`config.mk`:
```
export PLATFORM = sky130hd
export DESIGN_NAME = outlier_rejecting_window_average_core
export DESIGN_NICKNAME = d
export VERILOG_FILES = /design/src/rtl/orwa_pkg.sv /design/src/rtl/orwa_ctrl.sv /design/src/rtl/orwa_datapath.sv /design/src/rtl/outlier_rejecting_window_average_core.sv
export VERILOG_INCLUDE_DIRS = /design/src /design/src/rtl
export SDC_FILE = /design/constraint.sdc
export NUM_CORES = 1
export LEC_CHECK = 0
export ABC_AREA = 1
export ABC_CLOCK_PERIOD_IN_PS = 8260
export BUFFER_PORTS_ARGS = -buffer_cell sky130_fd_sc_hd__buf_2
export CAP_MARGIN = 15
export CELL_PAD_IN_SITES_DETAIL_PLACEMENT = 1
export CELL_PAD_IN_SITES_GLOBAL_PLACEMENT = 1
export CORE_MARGIN = 1
export CORE_UTILIZATION = 52
export CTS_CLUSTER_DIAMETER = 200
export DETAILED_ROUTE_END_ITERATION = 7
export PLACE_DENSITY = 0.83
export SLEW_MARGIN = 30
export SYNTH_ARGS = -nofsm -noshare
export SYNTH_HDL_FRONTEND = slang
export SYNTH_HIERARCHICAL = 1
export SYNTH_SLANG_ARGS = --single-unit
```
`constraint.sdc`:
```
create_clock -name clk -period 8.26 [get_ports clk]
set_input_delay 1.239 -clock clk [delete_from_list [all_inputs] [get_ports clk]]
set_output_delay 1.239 -clock clk [all_outputs]
set_load 0.05 [all_outputs]
```
`src/rtl/outlier_rejecting_window_average_core_macros.svh`:
```
// Assertion macros shared by the outlier-rejecting window average RTL.
// Each macro builds one labeled concurrent assertion, clocked on the rising
// edge and disabled while the asynchronous reset is asserted.
`ifndef OUTLIER_REJECTING_WINDOW_AVERAGE_CORE_MACROS_SVH
`define OUTLIER_REJECTING_WINDOW_AVERAGE_CORE_MACROS_SVH

// Same-cycle implication.
`define ORWA_ASSERT_IMP(lbl, clk, rst_n, ante, cons, msg) \
	lbl: assert property (@(posedge clk) disable iff (!rst_n) (ante) |-> (cons)) \
		else $error(msg);

// Next-cycle implication.
`define ORWA_ASSERT_NXT(lbl, clk, rst_n, ante, cons, msg) \
	lbl: assert property (@(posedge clk) disable iff (!rst_n) (ante) |=> (cons)) \
		else $error(msg);

`endif

```
`src/rtl/orwa_pkg.sv`:
```
`timescale 1ns / 1ps
`default_nettype none
// ----------------------------------------------------------------------------
// orwa_pkg
// Shared types and constants of the outlier-rejecting window average core.
// ----------------------------------------------------------------------------
package orwa_pkg;

	localparam int WINDOW_DEPTH_DEF = 5;
	localparam int SAMPLE_WIDTH_DEF = 16;

	localparam int RATIO_W  = 4;
	localparam int ACTION_W = 2;
	localparam int COUNT_W  = 3;

	localparam logic [RATIO_W-1:0] RATIO_RESET = 4'd3;

	localparam logic [ACTION_W-1:0] ACT_PUSH  = 2'd0;
	localparam logic [ACTION_W-1:0] ACT_CLEAR = 2'd1;
	localparam logic [ACTION_W-1:0] ACT_FILL  = 2'd2;

	typedef enum logic [6:0] {
		ST_IDLE     = 7'b0000001,
		ST_PREP     = 7'b0000010,
		ST_SCAN     = 7'b0000100,
		ST_FLUSH    = 7'b0001000,
		ST_DIV_INIT = 7'b0010000,
		ST_DIV      = 7'b0100000,
		ST_DONE     = 7'b1000000
	} state_t;

	typedef struct packed {
		logic apply;
		logic prep;
		logic scan;
		logic div_init;
		logic div_step;
		logic load_out;
	} cmd_t;

	typedef struct packed {
		logic out_free;
	} status_t;

endpackage
`default_nettype wire

```
`src/rtl/orwa_ctrl.sv`:
```
`timescale 1ns / 1ps
`default_nettype none
// ----------------------------------------------------------------------------
// orwa_ctrl
// Sequencer: takes one request, steps the datapath through the window scan
// and the divide, then hands the result to the output register.
// ----------------------------------------------------------------------------
module orwa_ctrl #(
	parameter int WINDOW_DEPTH = orwa_pkg::WINDOW_DEPTH_DEF,
	parameter int SAMPLE_WIDTH = orwa_pkg::SAMPLE_WIDTH_DEF
) (
	input  wire logic                            clk,
	input  wire logic                            arst_n,
	input  wire logic                            s_axis_tvalid,
	output logic                                 s_axis_tready,
	input  wire orwa_pkg::status_t               status,
	output orwa_pkg::cmd_t                       cmd,
	output logic [$clog2(WINDOW_DEPTH)-1:0]      scan_idx
);

	localparam int IDX_W = $clog2(WINDOW_DEPTH);
	localparam int SUM_W = SAMPLE_WIDTH + $clog2(WINDOW_DEPTH);
	localparam int CTR_MAX = (SUM_W > WINDOW_DEPTH) ? SUM_W : WINDOW_DEPTH;
	localparam int CTR_W = $clog2(CTR_MAX + 1);
	localparam logic [CTR_W-1:0] SCAN_LAST = CTR_W'(WINDOW_DEPTH - 1);
	localparam logic [CTR_W-1:0] DIV_LAST  = CTR_W'(SUM_W - 1);

	orwa_pkg::state_t state_q, state_d;
	logic [CTR_W-1:0] cnt_q, cnt_d;

	always_comb begin
		state_d       = state_q;
		cnt_d         = cnt_q;
		cmd           = '0;
		s_axis_tready = 1'b0;
		unique case (state_q)
			orwa_pkg::ST_IDLE: begin
				s_axis_tready = 1'b1;
				if (s_axis_tvalid) begin
					cmd.apply = 1'b1;
					state_d   = orwa_pkg::ST_PREP;
				end
			end
			orwa_pkg::ST_PREP: begin
				cmd.prep = 1'b1;
				cnt_d    = '0;
				state_d  = orwa_pkg::ST_SCAN;
			end
			orwa_pkg::ST_SCAN: begin
				cmd.scan = 1'b1;
				if (cnt_q == SCAN_LAST) begin
					state_d = orwa_pkg::ST_FLUSH;
				end else begin
					cnt_d = cnt_q + 1'b1;
				end
			end
			orwa_pkg::ST_FLUSH: begin
				// The last slot leaves the compare stage in this cycle.
				state_d = orwa_pkg::ST_DIV_INIT;
			end
			orwa_pkg::ST_DIV_INIT: begin
				cmd.div_init = 1'b1;
				cnt_d        = '0;
				state_d      = orwa_pkg::ST_DIV;
			end
			orwa_pkg::ST_DIV: begin
				cmd.div_step = 1'b1;
				if (cnt_q == DIV_LAST) begin
					state_d = orwa_pkg::ST_DONE;
				end else begin
					cnt_d = cnt_q + 1'b1;
				end
			end
			orwa_pkg::ST_DONE: begin
				if (status.out_free) begin
					cmd.load_out = 1'b1;
					state_d      = orwa_pkg::ST_IDLE;
				end
			end
			default: begin
				state_d = orwa_pkg::ST_IDLE;
			end
		endcase
	end

	assign scan_idx = cnt_q[IDX_W-1:0];

	always_ff @(posedge clk or negedge arst_n) begin
		if (!arst_n) begin
			state_q <= orwa_pkg::ST_IDLE;
			cnt_q   <= '0;
		end else begin
			state_q <= state_d;
			cnt_q   <= cnt_d;
		end
	end

endmodule
`default_nettype wire

```
`src/rtl/orwa_datapath.sv`:
```
`timescale 1ns / 1ps
`default_nettype none
// ----------------------------------------------------------------------------
// orwa_datapath
// Sample window with running sum, two-stage outlier scan, bit-serial divider
// and the output register.
// ----------------------------------------------------------------------------
`include "outlier_rejecting_window_average_core_macros.svh"
module orwa_datapath #(
	parameter int WINDOW_DEPTH = orwa_pkg::WINDOW_DEPTH_DEF,
	parameter int SAMPLE_WIDTH = orwa_pkg::SAMPLE_WIDTH_DEF
) (
	input  wire logic                                clk,
	input  wire logic                                arst_n,
	input  wire orwa_pkg::cmd_t                      cmd,
	input  wire logic [$clog2(WINDOW_DEPTH)-1:0]     scan_idx,
	output orwa_pkg::status_t                        status,
	input  wire logic [orwa_pkg::ACTION_W-1:0]       action,
	input  wire logic signed [SAMPLE_WIDTH-1:0]      sample,
	input  wire logic                                cfg_we,
	input  wire logic [orwa_pkg::RATIO_W-1:0]        cfg_wdata,
	input  wire logic                                out_ready,
	output logic                                     out_valid,
	output logic signed [SAMPLE_WIDTH-1:0]           out_average,
	output logic [orwa_pkg::COUNT_W-1:0]             out_count
);

	localparam int SW    = SAMPLE_WIDTH;
	localparam int N     = WINDOW_DEPTH;
	localparam int CNT_W = $clog2(N + 1);
	localparam int SUM_W = SW + $clog2(N);
	localparam int D_W   = SUM_W + 1;
	localparam int CMP_W = D_W + 4;
	localparam int OC_W  = (CNT_W > orwa_pkg::COUNT_W) ? CNT_W : orwa_pkg::COUNT_W;
	localparam logic signed [SUM_W-1:0] N_S   = SUM_W'(N);
	localparam logic [CMP_W-1:0]        TEN   = CMP_W'(10);
	localparam logic [CNT_W-1:0]        N_CNT = CNT_W'(N);
	localparam logic [OC_W-1:0]         N_OC  = OC_W'(N);

	// Window state, slot 0 newest.
	logic signed [SW-1:0]    win_q [N];
	logic signed [SUM_W-1:0] sum_q;
	logic [orwa_pkg::RATIO_W-1:0] ratio_q;

	logic signed [SUM_W-1:0] sample_ext;
	logic signed [SUM_W-1:0] oldest_ext;
	logic signed [SUM_W-1:0] fill_sum;

	assign sample_ext = SUM_W'(sample);
	assign oldest_ext = SUM_W'(win_q[N-1]);
	assign fill_sum   = sample_ext * N_S;

	always_ff @(posedge clk or negedge arst_n) begin
		if (!arst_n) begin
			for (int i = 0; i < N; i++) begin
				win_q[i] <= '0;
			end
			sum_q   <= '0;
			ratio_q <= orwa_pkg::RATIO_RESET;
		end else begin
			if (cfg_we) begin
				ratio_q <= cfg_wdata;
			end
			if (cmd.apply) begin
				case (action)
					orwa_pkg::ACT_PUSH: begin
						for (int i = N - 1; i > 0; i--) begin
							win_q[i] <= win_q[i-1];
						end
						win_q[0] <= sample;
						sum_q    <= sum_q - oldest_ext + sample_ext;
					end
					orwa_pkg::ACT_CLEAR: begin
						for (int i = 0; i < N; i++) begin
							win_q[i] <= '0;
						end
						sum_q <= '0;
					end
					orwa_pkg::ACT_FILL: begin
						for (int i = 0; i < N; i++) begin
							win_q[i] <= sample;
						end
						sum_q <= fill_sum;
					end
					default: begin
					end
				endcase
			end
		end
	end

	// Outlier scan. Stage 1 forms |sum - N*s|, stage 2 compares and accumulates.
	logic                    sum_zero;
	logic                    sum_neg;
	logic [CMP_W-1:0]        thr_q;
	logic signed [SW-1:0]    slot;
	logic signed [SUM_W-1:0] slot_ns;
	logic signed [D_W-1:0]   diff;
	logic [D_W-1:0]          dabs;
	logic                    v_s1;
	logic [D_W-1:0]          dabs_s1;
	logic signed [SW-1:0]    slot_s1;
	logic [CMP_W-1:0]        ten_dabs;
	logic                    outlier;
	logic signed [SUM_W-1:0] kept_sum_q;
	logic [CNT_W-1:0]        kept_q;

	assign sum_zero = (sum_q == '0);
	assign sum_neg  = sum_q[SUM_W-1];
	assign slot     = win_q[scan_idx];
	assign slot_ns  = SUM_W'(slot) * N_S;
	assign diff     = D_W'(sum_q) - D_W'(slot_ns);
	assign dabs     = diff[D_W-1] ? D_W'(-diff) : D_W'(diff);
	assign ten_dabs = CMP_W'(dabs_s1) * TEN;

	// A zero mean rejects every nonzero slot; a negative mean rejects none.
	always_comb begin
		if (sum_zero) begin
			outlier = (dabs_s1 != '0);
		end else begin
			outlier = !sum_neg && (ten_dabs > thr_q);
		end
	end

	always_ff @(posedge clk or negedge arst_n) begin
		if (!arst_n) begin
			v_s1 <= 1'b0;
		end else begin
			v_s1 <= cmd.scan;
		end
	end

	always_ff @(posedge clk) begin
		if (cmd.prep) begin
			thr_q      <= CMP_W'(ratio_q) * CMP_W'($unsigned(sum_q));
			kept_sum_q <= '0;
			kept_q     <= '0;
		end else if (v_s1 && !outlier) begin
			kept_sum_q <= kept_sum_q + SUM_W'(slot_s1);
			kept_q     <= kept_q + 1'b1;
		end
		if (cmd.scan) begin
			dabs_s1 <= dabs;
			slot_s1 <= slot;
		end
	end

	// Restoring divider on the magnitude of the kept sum, one bit per step.
	logic             neg_q;
	logic [SUM_W-1:0] quo_q;
	logic [CNT_W-1:0] rem_q;
	logic [CNT_W:0]   rem_sh;
	logic             q_bit;
	logic [CNT_W:0]   rem_sub;

	assign rem_sh  = {rem_q, quo_q[SUM_W-1]};
	assign q_bit   = (rem_sh >= {1'b0, kept_q});
	assign rem_sub = rem_sh - {1'b0, kept_q};

	always_ff @(posedge clk) begin
		if (cmd.div_init) begin
			neg_q <= kept_sum_q[SUM_W-1];
			quo_q <= kept_sum_q[SUM_W-1] ? SUM_W'(-kept_sum_q) : SUM_W'(kept_sum_q);
			rem_q <= '0;
		end else if (cmd.div_step) begin
			quo_q <= {quo_q[SUM_W-2:0], q_bit};
			rem_q <= q_bit ? rem_sub[CNT_W-1:0] : rem_sh[CNT_W-1:0];
		end
	end

	// Output register.
	logic signed [SUM_W-1:0]         quo_signed;
	logic [OC_W-1:0]                 rej_count;
	logic                            out_valid_q;
	logic signed [SW-1:0]            out_average_q;
	logic [orwa_pkg::COUNT_W-1:0]    out_count_q;

	assign quo_signed = neg_q ? -$signed(quo_q) : $signed(quo_q);
	assign rej_count  = N_OC - OC_W'(kept_q);

	always_ff @(posedge clk or negedge arst_n) begin
		if (!arst_n) begin
			out_valid_q <= 1'b0;
		end else if (cmd.load_out) begin
			out_valid_q <= 1'b1;
		end else if (out_ready) begin
			out_valid_q <= 1'b0;
		end
	end

	always_ff @(posedge clk) begin
		if (cmd.load_out) begin
			// With every slot rejected the oldest sample stands in.
			out_average_q <= (kept_q == '0) ? win_q[N-1] : quo_signed[SW-1:0];
			out_count_q   <= rej_count[orwa_pkg::COUNT_W-1:0];
		end
	end

	assign out_valid       = out_valid_q;
	assign out_average     = out_average_q;
	assign out_count       = out_count_q;
	assign status.out_free = !out_valid_q || out_ready;

	`ORWA_ASSERT_IMP(a_kept_range, clk, arst_n, cmd.div_init, kept_q <= N_CNT, "kept count beyond window depth")
	`ORWA_ASSERT_IMP(a_rem_below_div, clk, arst_n, cmd.div_step && (kept_q != '0), rem_q < kept_q, "divider remainder not below divisor")

endmodule
`default_nettype wire

```
`src/rtl/outlier_rejecting_window_average_core.sv`:
```
`timescale 1ns / 1ps
`default_nettype none
// ----------------------------------------------------------------------------
// outlier_rejecting_window_average_core
// Robust moving average over a window of signed Q8.8 speed samples.
// ----------------------------------------------------------------------------
// Each input request pushes a sample, clears the window, fills it with one
// value or leaves it unchanged, then yields one result: the mean of the
// samples whose relative deviation from the window mean stays within
// cfg_wdata tenths, truncated toward zero, and the number of samples
// rejected. With every sample rejected the oldest sample is given. One
// request is processed at a time. After acceptance the core runs a setup
// step, the outlier scan over every slot, a pipeline flush, the divider
// load, the serial divide with one quotient bit per step, and the result
// load. The next request can be accepted in the cycle after the result is
// loaded. The result sits in an output register, so the next request is
// taken while it waits; only a finished result that finds the previous one
// still unaccepted holds the core until it is taken.
// ----------------------------------------------------------------------------
`include "outlier_rejecting_window_average_core_macros.svh"
module outlier_rejecting_window_average_core #(
	parameter int WINDOW_DEPTH = orwa_pkg::WINDOW_DEPTH_DEF,
	parameter int SAMPLE_WIDTH = orwa_pkg::SAMPLE_WIDTH_DEF,
	localparam int S_TDATA_W = ((SAMPLE_WIDTH + 7) / 8) * 8,
	localparam int M_TDATA_W = ((SAMPLE_WIDTH + orwa_pkg::COUNT_W + 7) / 8) * 8
) (
	input  wire logic                              clk,
	input  wire logic                              arst_n,
	input  wire logic                              cfg_we,
	input  wire logic [orwa_pkg::RATIO_W-1:0]      cfg_wdata,
	input  wire logic                              s_axis_tvalid,
	output logic                                   s_axis_tready,
	input  wire logic [S_TDATA_W-1:0]              s_axis_tdata,  // sample
	input  wire logic [orwa_pkg::ACTION_W-1:0]     s_axis_tuser,  // action
	output logic                                   m_axis_tvalid,
	input  wire logic                              m_axis_tready,
	output logic [M_TDATA_W-1:0]                   m_axis_tdata   // robust_average, outlier_count
);

	orwa_pkg::cmd_t    cmd;
	orwa_pkg::status_t status;
	logic [$clog2(WINDOW_DEPTH)-1:0] scan_idx;
	logic signed [SAMPLE_WIDTH-1:0]  out_average;
	logic [orwa_pkg::COUNT_W-1:0]    out_count;

	orwa_ctrl #(
		.WINDOW_DEPTH (WINDOW_DEPTH),
		.SAMPLE_WIDTH (SAMPLE_WIDTH)
	) u_ctrl (
		.clk           (clk),
		.arst_n        (arst_n),
		.s_axis_tvalid (s_axis_tvalid),
		.s_axis_tready (s_axis_tready),
		.status        (status),
		.cmd           (cmd),
		.scan_idx      (scan_idx)
	);

	orwa_datapath #(
		.WINDOW_DEPTH (WINDOW_DEPTH),
		.SAMPLE_WIDTH (SAMPLE_WIDTH)
	) u_datapath (
		.clk         (clk),
		.arst_n      (arst_n),
		.cmd         (cmd),
		.scan_idx    (scan_idx),
		.status      (status),
		.action      (s_axis_tuser),
		.sample      (s_axis_tdata[SAMPLE_WIDTH-1:0]),
		.cfg_we      (cfg_we),
		.cfg_wdata   (cfg_wdata),
		.out_ready   (m_axis_tready),
		.out_valid   (m_axis_tvalid),
		.out_average (out_average),
		.out_count   (out_count)
	);

	assign m_axis_tdata = M_TDATA_W'({out_count, out_average});

	`ORWA_ASSERT_NXT(a_one_request, clk, arst_n, s_axis_tvalid && s_axis_tready, !s_axis_tready, "request taken while another is in progress")
	`ORWA_ASSERT_IMP(a_load_when_free, clk, arst_n, cmd.load_out, status.out_free, "result loaded over a waiting result")

endmodule
`default_nettype wire

```
==> out/results.ini, run 1 <==
[worst_setup_path]
rr_worst_depth=26
crit_path_max_fanout=68
end_kind=register
r2r-end=u_datapath/dabs_s1[9]
worstReg2RegStart=u_ctrl/cnt_q[0]
critPathRequiredTime_ns=8.58
reg2reg_slack_ns=2.02
path_class=reg2reg
start_kind=register
cp_data_arrival_time_ns=6.56

[timing]
finalCriticalPeriod_ns=6.24
setup_tns_ns=0
maxSlewHeadroom_pct=33.5
fin_crit_sh_pct=75.5
worstMarginPinSlew_ns=0.998
skew_ns=0.0381
rsz0062_at_grt=no
setup_slack_ns=2.02
final_hold_viol_count=0
timing.hold.ws_ns=0.488
fmax_ghz=0.160
setup_violations=0
slew_violations=0

[placement]
dp_hpwl_mm=54.4
gp_congestion=0.932
dp_slack_ns=2.22
dpl_cell_area_um2=21900
io_buffers=47

[layout]
final_cell_mix=nand2_1 (566), inv_1 (420), a21oi_1 (312), nor2_1 (229), ha_1 (212)
diodes=0
fill_cells=5109
mostFrequentLayoutCell=nand2_1
final_area_um2=22900
drive_gt1_share_pct=6.36
nets=3136
areaGrowthSynthToFinish_pct=7.94

[yosys]
synth-seq-cells=240
synth_edf_count=98
yosysTopAreaCell=edfxtp_1
synth_ff_type=dfrtp_1
synthArstFlopShare_pct=48.8
synth.avg_cell_area_um2=7.52
netlist_area_um2=21200
synth.top_cells.by_area=edfxtp_1 (14%), dfrtp_1 (13%), ha_1 (13%)
netlist_instances=2821
synth-seq-area-share_pct=30.0
synth.distinct_cells=55
ys_warn_count=6
yosysTopAreaCellShare_pct=13.9

[detailed_routing]
avgViaCountPerCell=5.89
drcViolationCount=0
ant_nets=0
post_drt_wl_per_cell_um=20.9
drt_first_pass_iters=5
wl_mm=70.9
dr_total_vias=19948
drtIter0Drc=1242

[worst_hold_path]
whs_path_depth=2
hp-class=reg2reg
min_to=u_datapath/rem_q[2]
hold_path.startpoint=u_datapath/rem_q[2]

[global_routing]
overflow=0
grt_usage_pct=34.2
antenna_found_initial=0
grt_max_degree=78
grt_pass1_wl_mm=112
grt_pass1_vias=21065

[floorplanning]
core.rowCount=73
die_w_um=204
coreArea_um2=40000
die_y_um=204
ioPinCount=53
initial_utilization_pct=53.1
dieArea_um2=41600

[flow_run]
cap_viol_max_count=0

[cts]
cts_resized=0
cts-root-buf=clkbuf_16
cts_buffers=30
cts_hold_buf=0
cts_sinks=240
htree_num_levels=1
clk_latency_ns=0.60
cts_tree=built
cts_buffer_depth=3
post-cts-setup-buffers=0
clk_pin_slew_ns=0.06

[status]
status=completed

## per-layer routing
| metal | track usage, % | vias to the layer above | wire (um) |
|---|---|---|---|
| met4 | 12.7 | 0 | 2810 |
| met3 | 4.19 | 156 | 3230 |
| li1 | - | 9383 | - |
| met1 | 43.6 | 9894 | 30600 |
| met5 | 0 | - | 0 |
| met2 | 59.2 | 515 | 34200 |
## worst max-delay path by stage
stage,startpoint,end
6_report,u_ctrl/cnt_q[0],u_datapath/dabs_s1[9]
5_1_grt,u_ctrl/cnt_q[0],u_datapath/dabs_s1[9]
4_1_cts,u_ctrl/cnt_q[0],u_datapath/dabs_s1[9]
2_1_floorplan,u_ctrl/cnt_q[0],u_datapath/dabs_s1[19]
3_3_place_gp,u_ctrl/cnt_q[0],u_datapath/dabs_s1[13]
3_5_place_dp,u_ctrl/cnt_q[0],u_datapath/dabs_s1[9]
## cells by family (layout without fill, tap and decap cells)
logic type / after synthesis / count (layout) / synth area share, %
AO/OA/AOI/OAI: 601 / 601 / 15.6
XOR/XNOR: 121 / 121 / 5.03
adder cells (fa/ha/maj): 271 / 271 / 18.0
buffers and inverters: 509 / 546 / 9.37
flip-flops: 240 / 240 / 30.0
multiplexers: 4 / 4 / 0.212
other: 1 / 5 / 0.0177
AND/OR/NAND/NOR: 1074 / 1074 / 21.7
## state kept, by name (all words and copies together), names as in the netlist, 3 cells and up
signal	count
u_datapath/ratio_q	4
u_datapath/oldest_ext	16
u_datapath/out_average	16
u_datapath/rem_q	3
u_datapath/dabs_s1	20
u_datapath/thr_q	23
u_datapath/sum_q	19
u_datapath/quo_q	19
u_datapath/slot_s1	16
u_datapath/kept_q	3
u_datapath/kept_sum_q	19
u_ctrl/state_q	7
u_ctrl/cnt_q	5
u_datapath/win_q	64
u_datapath/out_count	3
## stage by stage
stage / utilization, % / instances
floorplan: - / 2825
global placement: 54.7 / 3330
detailed placement: 54.7 / 3331
CTS: 57.2 / 3387
global route: 57.3 / 3387
finish: 57.3 / 3387
## cells in the mapped netlist, types with 6 or more instances
cell type / n
edfxtp_1: 98
clkbuf_1: 59
o31ai_1: 13
nand2_2: 17
a22oi_1: 35
nand3_1: 141
xnor2_1: 41
nor4_1: 13
o211ai_1: 8
nor2_2: 9
a31oi_1: 23
buf_4: 10
inv_1: 420
nand2_1: 567
o21bai_1: 7
or2_2: 6
nor3_1: 28
dfrtp_1: 114
ha_1: 213
nor2_1: 230
o22ai_1: 18
o21ai_0: 154
nand4_1: 36
a21oi_1: 312
dfxtp_1: 25
a21o_1: 15
fa_1: 58
xor2_1: 79
## final cells by class
cell class	count	area [um^2]	area share [%]
multi-input combinational	2076	12900	56.3
clock buffer	44	885	3.86
sequential	240	6380	27.8
clock inverter	12	121	0.530
inverter	430	1620	7.07
timing repair buffer	60	359	1.57
tap	525	657	2.87
## worst max-delay path: stages (launching register included)
cell and delay (ns):
dfrtp_2 0.38, buf_4 0.30, inv_1 0.20, nand3_1 0.46, o21ai_0 0.65, ha_1 0.33
ha_1 0.36, a21oi_1 0.18, o21ai_0 0.16, a21oi_1 0.34, o21ai_0 0.20, a21boi_0 0.34
xor2_1 0.21, ha_1 0.32, nand2_2 0.13, inv_1 0.05, nand2_1 0.07, nand2_1 0.06
a21oi_2 0.23, nand2_4 0.10, a21o_1 0.17, nand2_2 0.07, nand2_4 0.10, inv_6 0.15
nand2_1 0.09, xnor2_1 0.17, inv_1 0.07
Power of run 1 is left out: the tool's default activity adds up to more than one toggle a clock period on the data nets, which glitch-free logic cannot reach.
==> run 2, diff against run 1 <==
Settings changed: ABC_CLOCK_PERIOD_IN_PS 8260 to 6400, CORE_UTILIZATION 52 to 48, PLACE_DENSITY 0.83 to 0.78.
Clock period 8.26 ns to 6.4 ns, I/O delays scaled along.
==> run 2 against run 1 <==
Compared with the run above:
- cell count increased by 1.9%
- worst setup slack got worse by 1.4 ns
- largest cell class unchanged
- via count down 1.5%
- non-clock buffer count is 3 higher
==> out/results.ini, run 2 (synthesized netlist as in run 1, its figures left out) <==
[timing]
setup_slack_ns=0.629  ; -1.39 ns
worstMarginPinSlew_ns=0.959  ; -0.0390 ns
setup_tns_ns=0  ; unchanged
rsz0062_at_grt=no
skew_ns=0.0399  ; +0.00184 ns
finalCriticalPeriod_ns=5.77  ; -0.469 ns
setup_violations=0  ; unchanged
timing.hold.ws_ns=0.383  ; -0.105 ns
maxSlewHeadroom_pct=35.9  ; +2.4 points
final_hold_viol_count=0  ; unchanged
slew_violations=0  ; unchanged
fmax_ghz=0.173  ; +8.1%
fin_crit_sh_pct=90.2  ; +15 points

[layout]
postLayoutCoreUtil_pct=53.0  ; -4.2 points
multi_input_area_um2=12900  ; about the same
largest_reg_flops=64  ; unchanged
drive_gt1_share_pct=6.49  ; +0.13 points
fill_cells=5552  ; +8.7%
top_regs=u_datapath/win_q x64, u_datapath/thr_q x23, u_datapath/dabs_s1 x20
nets=3139  ; +0.096%
final_cell_mix=nand2_1 (567), inv_1 (420), a21oi_1 (312), nor2_1 (229), ha_1 (212)
areaGrowthSynthToFinish_pct=8.37
mostFrequentLayoutCell=nand2_1
register_area_um2=6380  ; unchanged
diodes=0  ; unchanged
regMostFlops=u_datapath/win_q

[detailed_routing]
drcViolationCount=0  ; unchanged
wl_mm=69.5  ; -2.0%
drtIter0Drc=979  ; -21%
ant_nets=0  ; unchanged
drt_first_pass_iters=5  ; unchanged
avgViaCountPerCell=5.69  ; -3.3%
post_drt_wl_per_cell_um=20.1  ; -3.8%
dr_total_vias=19645  ; -1.5%

[cts]
htree_num_levels=1  ; unchanged
clk_pin_slew_ns=0.06  ; about the same
cts-root-buf=clkbuf_16
cts_buffers=30  ; unchanged
cts_hold_buf=0  ; unchanged
cts_tree=built
clk_latency_ns=0.61  ; about the same
cts_sinks=240  ; unchanged
cts_buffer_depth=3  ; unchanged

[worst_setup_path]
start_kind=register
reg2reg_slack_ns=0.63  ; -1.39 ns
rr_worst_depth=23  ; -12%
cp_data_arrival_time_ns=6.13  ; -0.43 ns
end_kind=register
worstReg2RegStart=u_ctrl/cnt_q[2]
crit_path_max_fanout=17  ; -75%
r2r-end=u_datapath/dabs_s1[18]
critPathRequiredTime_ns=6.76  ; -1.82 ns
path_class=reg2reg

[floorplanning]
dieArea_um2=45100  ; +8.3%
coreArea_um2=43400  ; +8.4%
die_y_um=212  ; +4.0%
initial_utilization_pct=48.9  ; -4.1 points
ioPinCount=53  ; unchanged
die_w_um=212  ; +4.0%
core.rowCount=76  ; +4.1%

[placement]
gp_congestion=0.909  ; -2.5%
dp_slack_ns=0.378  ; -1.84 ns
dp_hpwl_mm=53.6  ; -1.4%
io_buffers=47  ; unchanged

[global_routing]
antenna_found_initial=0  ; unchanged
grt_usage_pct=31.2  ; -3.0 points
overflow=0  ; unchanged
grt_max_degree=108  ; +38%
grt_pass1_wl_mm=110  ; -1.9%
grt_pass1_vias=20304  ; -3.6%

[worst_hold_path]
hp-class=in2async

[status]
status=completed

[flow_run]
cap_viol_max_count=0  ; unchanged

-- run 2: cell types whose count changed in the layout (fill, tap and decap cells not counted), moves of 2 or more --
cell      change
inv_6         -2
o21ai_1       +6
clkinv_2      +2
o21ai_0       -6
buf_4         +3
-- run 2: area by class of cell --
cell class              count  area share, %
well taps                 585           3.18
clock buffers              43           3.74
inverters                 430           7.04
multi-input cells        2076           56.1
clock inverters            13          0.636
repair buffers             63           1.59
flip-flops and latches    240           27.7
-- run 2: worst max-delay path by stage --
stage                               start                      to  slack (ns)  cells past startpoint
after global routing      u_ctrl/cnt_q[2]  u_datapath/dabs_s1[18]        0.13                     23
after CTS                 u_ctrl/cnt_q[1]  u_datapath/dabs_s1[18]        0.37                     26
after global placement    u_ctrl/cnt_q[1]  u_datapath/dabs_s1[13]        0.80                     27
after floorplan           u_ctrl/cnt_q[0]  u_datapath/dabs_s1[19]        1.50                     29
final                     u_ctrl/cnt_q[2]  u_datapath/dabs_s1[18]        0.63                     23
after detailed placement  u_ctrl/cnt_q[1]  u_datapath/dabs_s1[18]        0.38                     26
-- run 2: critical path: stages (launching register included) --
cell and delay, ns:
dfrtp_1 0.54, clkinv_1 0.61, a31oi_1 0.70, ha_1 0.35, ha_1 0.35, a21oi_1 0.15
o21ai_0 0.09, a21oi_1 0.28, o21ai_0 0.20, a21boi_0 0.36, o21ai_0 0.16, xor2_1 0.17
ha_1 0.36, nand2_1 0.12, nor2_1 0.16, inv_1 0.06, nor2_1 0.12, nand4_1 0.15
nand4_1 0.13, nand2_1 0.11, nor2_1 0.11, nand4_1 0.10, nand3_1 0.10, nand2_1 0.05
-- run 2: routing by layer --
metal / vias to the layer above / track usage [%] / wire length (um)
li1: 9380 / - / -
met1: 9799 / 40.5 / 31100
met5: - / 0 / 0
met4: 0 / 9.33 / 1950
met2: 369 / 54.4 / 33700
met3: 97 / 3.31 / 2740
-- run 2: repair_timing --
| item | in CTS | in global routing |
|---|---|---|
| buffers inserted | 0 | 0 |
| resized for setup | 0 | 7 |
| setup endpoints to repair | 0 | 3 |
-- run 2: through the flow --
step	cell area, um^2	std cells
floorplan	21200	2825
global placement	22000	3394
detailed placement	22000	3394
CTS	23000	3450
global route	23000	3450
finish	23000	3450
Power of run 2 is left out for the same reason.
==> run 3, diff against run 2 <==
Settings changed: BUFFER_PORTS_ARGS -buffer_cell sky130_fd_sc_hd__buf_2 to unset, CORE_UTILIZATION 48 to 49, DONT_BUFFER_PORTS set to 1.
==> run 3 against run 2 <==
Compared with the run above:
- sequential share of layout area is 0.30 points higher
- register-to-register slack worse by 0.11 ns
- cell area is 1.1% lower
- core utilization is 0.71 points higher
- first-iteration DRC count is 15% higher
- non-clock buffer count is 46 lower
- routed wire length is 2.2% lower
==> out/results.ini, run 3 (synthesized netlist as in run 1, its figures left out) <==
[layout]
drive_gt1_share_pct=5.14  ; -1.3 points
top_regs=u_datapath/win_q x64, u_datapath/thr_q x23, u_datapath/dabs_s1 x20
diodes=0  ; unchanged
regMostFlops=u_datapath/win_q
areaGrowthSynthToFinish_pct=7.19
nets=3093  ; -1.5%
mostFrequentLayoutCell=nand2_1
final_area_um2=22800  ; -1.1%
final_cell_mix=nand2_1 (566), inv_1 (420), a21oi_1 (312), nor2_1 (229), ha_1 (212)
largest_reg_flops=64  ; unchanged

[placement]
gp_congestion=0.908  ; -0.14%
io_buffers=0  ; -100%
dp_hpwl_mm=52.9  ; -1.4%
dpl_cell_area_um2=21700  ; -1.1%

[worst_setup_path]
crit_path_max_fanout=18  ; +1
end_kind=register
path_class=reg2reg
start_kind=register
critPathRequiredTime_ns=6.72  ; -0.04 ns
cp_data_arrival_time_ns=6.20  ; +0.07 ns

[timing]
maxSlewHeadroom_pct=36.5  ; +0.61 points
final_hold_viol_count=0  ; unchanged
finalCriticalPeriod_ns=5.88  ; +0.110 ns
setup_tns_ns=0  ; unchanged
skew_ns=0.0335  ; -0.00642 ns
worstMarginPinSlew_ns=0.952  ; -0.00697 ns
rsz0062_at_grt=no
fin_crit_sh_pct=91.9  ; +1.7 points
fmax_ghz=0.170  ; -1.9%
setup_violations=0  ; unchanged
slew_violations=0  ; unchanged

[floorplanning]
core.rowCount=75  ; -1.3%
die_y_um=210  ; -1.0%
initial_utilization_pct=50.1  ; +1.2 points
dieArea_um2=44200  ; -2.0%
ioPinCount=53  ; unchanged
coreArea_um2=42300  ; -2.4%
die_w_um=210  ; -1.0%

[detailed_routing]
drt_first_pass_iters=5  ; unchanged
drcViolationCount=0  ; unchanged
ant_nets=0  ; unchanged
post_drt_wl_per_cell_um=20.0  ; -0.60%
drtIter0Drc=1128  ; +15%
dr_total_vias=19270  ; -1.9%
avgViaCountPerCell=5.67  ; -0.35%
wl_mm=68.0  ; -2.2%

[status]
status=completed

[global_routing]
overflow=0  ; unchanged
antenna_found_initial=0  ; unchanged
grt_max_degree=118  ; +9.3%
grt_usage_pct=31.1  ; about the same
grt_pass1_vias=20311  ; +0.034%
grt_pass1_wl_mm=109  ; -0.59%

[cts]
clk_pin_slew_ns=0.06  ; about the same
clk_latency_ns=0.60  ; about the same
htree_num_levels=1  ; unchanged
cts-root-buf=clkbuf_16
post-cts-setup-buffers=0  ; unchanged
cts_tree=built
cts_hold_buf=0  ; unchanged
cts_sinks=240  ; unchanged
cts_buffers=30  ; unchanged
cts_buffer_depth=3  ; unchanged
cts_resized=0  ; unchanged

[flow_run]
cap_viol_max_count=0  ; unchanged

[worst_hold_path]
hp-class=in2async

run 3: stage by stage:
stage	hold slack (ns)	setup WS, ns	util [%]	std cells
floorplan	0.450	1.50	-	2825
global placement	0.463	0.955	51.4	3340
detailed placement	0.485	0.604	51.4	3340
CTS	0.0287	0.563	53.7	3396
global route	0.0350	0.0543	53.8	3396
finish	0.0568	0.519	53.8	3396
run 3: critical path, cell delays in order, from the launching register on:
cell,delay (ns)
dfrtp_1,0.38
clkinv_1,0.05
buf_4,0.25
nand3_1,0.50
o21ai_0,0.74
ha_1,0.36
ha_1,0.36
nand2_1,0.12
o21ai_0,0.10
a21oi_1,0.31
o21ai_0,0.20
a21boi_0,0.32
xor2_1,0.19
ha_1,0.32
nand2_2,0.13
inv_1,0.04
nand2_1,0.06
nand2_1,0.06
a21oi_2,0.22
nand2_4,0.09
a21o_1,0.17
nand2_2,0.07
nand2_4,0.11
inv_6,0.15
nand2_1,0.08
xnor2_1,0.17
inv_1,0.07
run 3: per-layer routing:
metal | share of wire (%) | GRT usage, % | wire, um | up-vias
met3 | 3.1 | 2.71 | 2080 | 108
met1 | 45 | 40.9 | 30900 | 9563
met4 | 2.8 | 9.24 | 1930 | 0
li1 | - | - | - | 9300
met2 | 49 | 54.5 | 33100 | 299
met5 | 0 | 0 | 0 | -
run 3: area by class of cell:
class / instances / area, um^2
sequential: 240 / 6380
multi-input combinational: 2076 / 12900
timing repair buffer: 17 / 128
tap: 577 / 722
inverter: 430 / 1620
clock inverter: 17 / 145
fill: 5381 / 19600
clock buffer: 39 / 867
run 3: final timing paths:
check | startpoint | endpoint | slack (ns) | cells past startpoint
max | u_ctrl/cnt_q[1] | u_datapath/dabs_s1[9] | 0.52 | 26
min | arst_n | u_ctrl/state_q[1] | 0.06 | 0
max reg2reg | u_ctrl/cnt_q[1] | u_datapath/dabs_s1[9] | 0.52 | 26
min reg2reg | u_datapath/rem_q[2] | u_datapath/rem_q[2] | 0.51 | 2
max in group asynchronous | arst_n | u_datapath/ratio_q[1] | 6.07 | 0
min in group clk | u_datapath/rem_q[2] | u_datapath/rem_q[2] | 0.51 | 2
Power of run 3 is left out for the same reason.
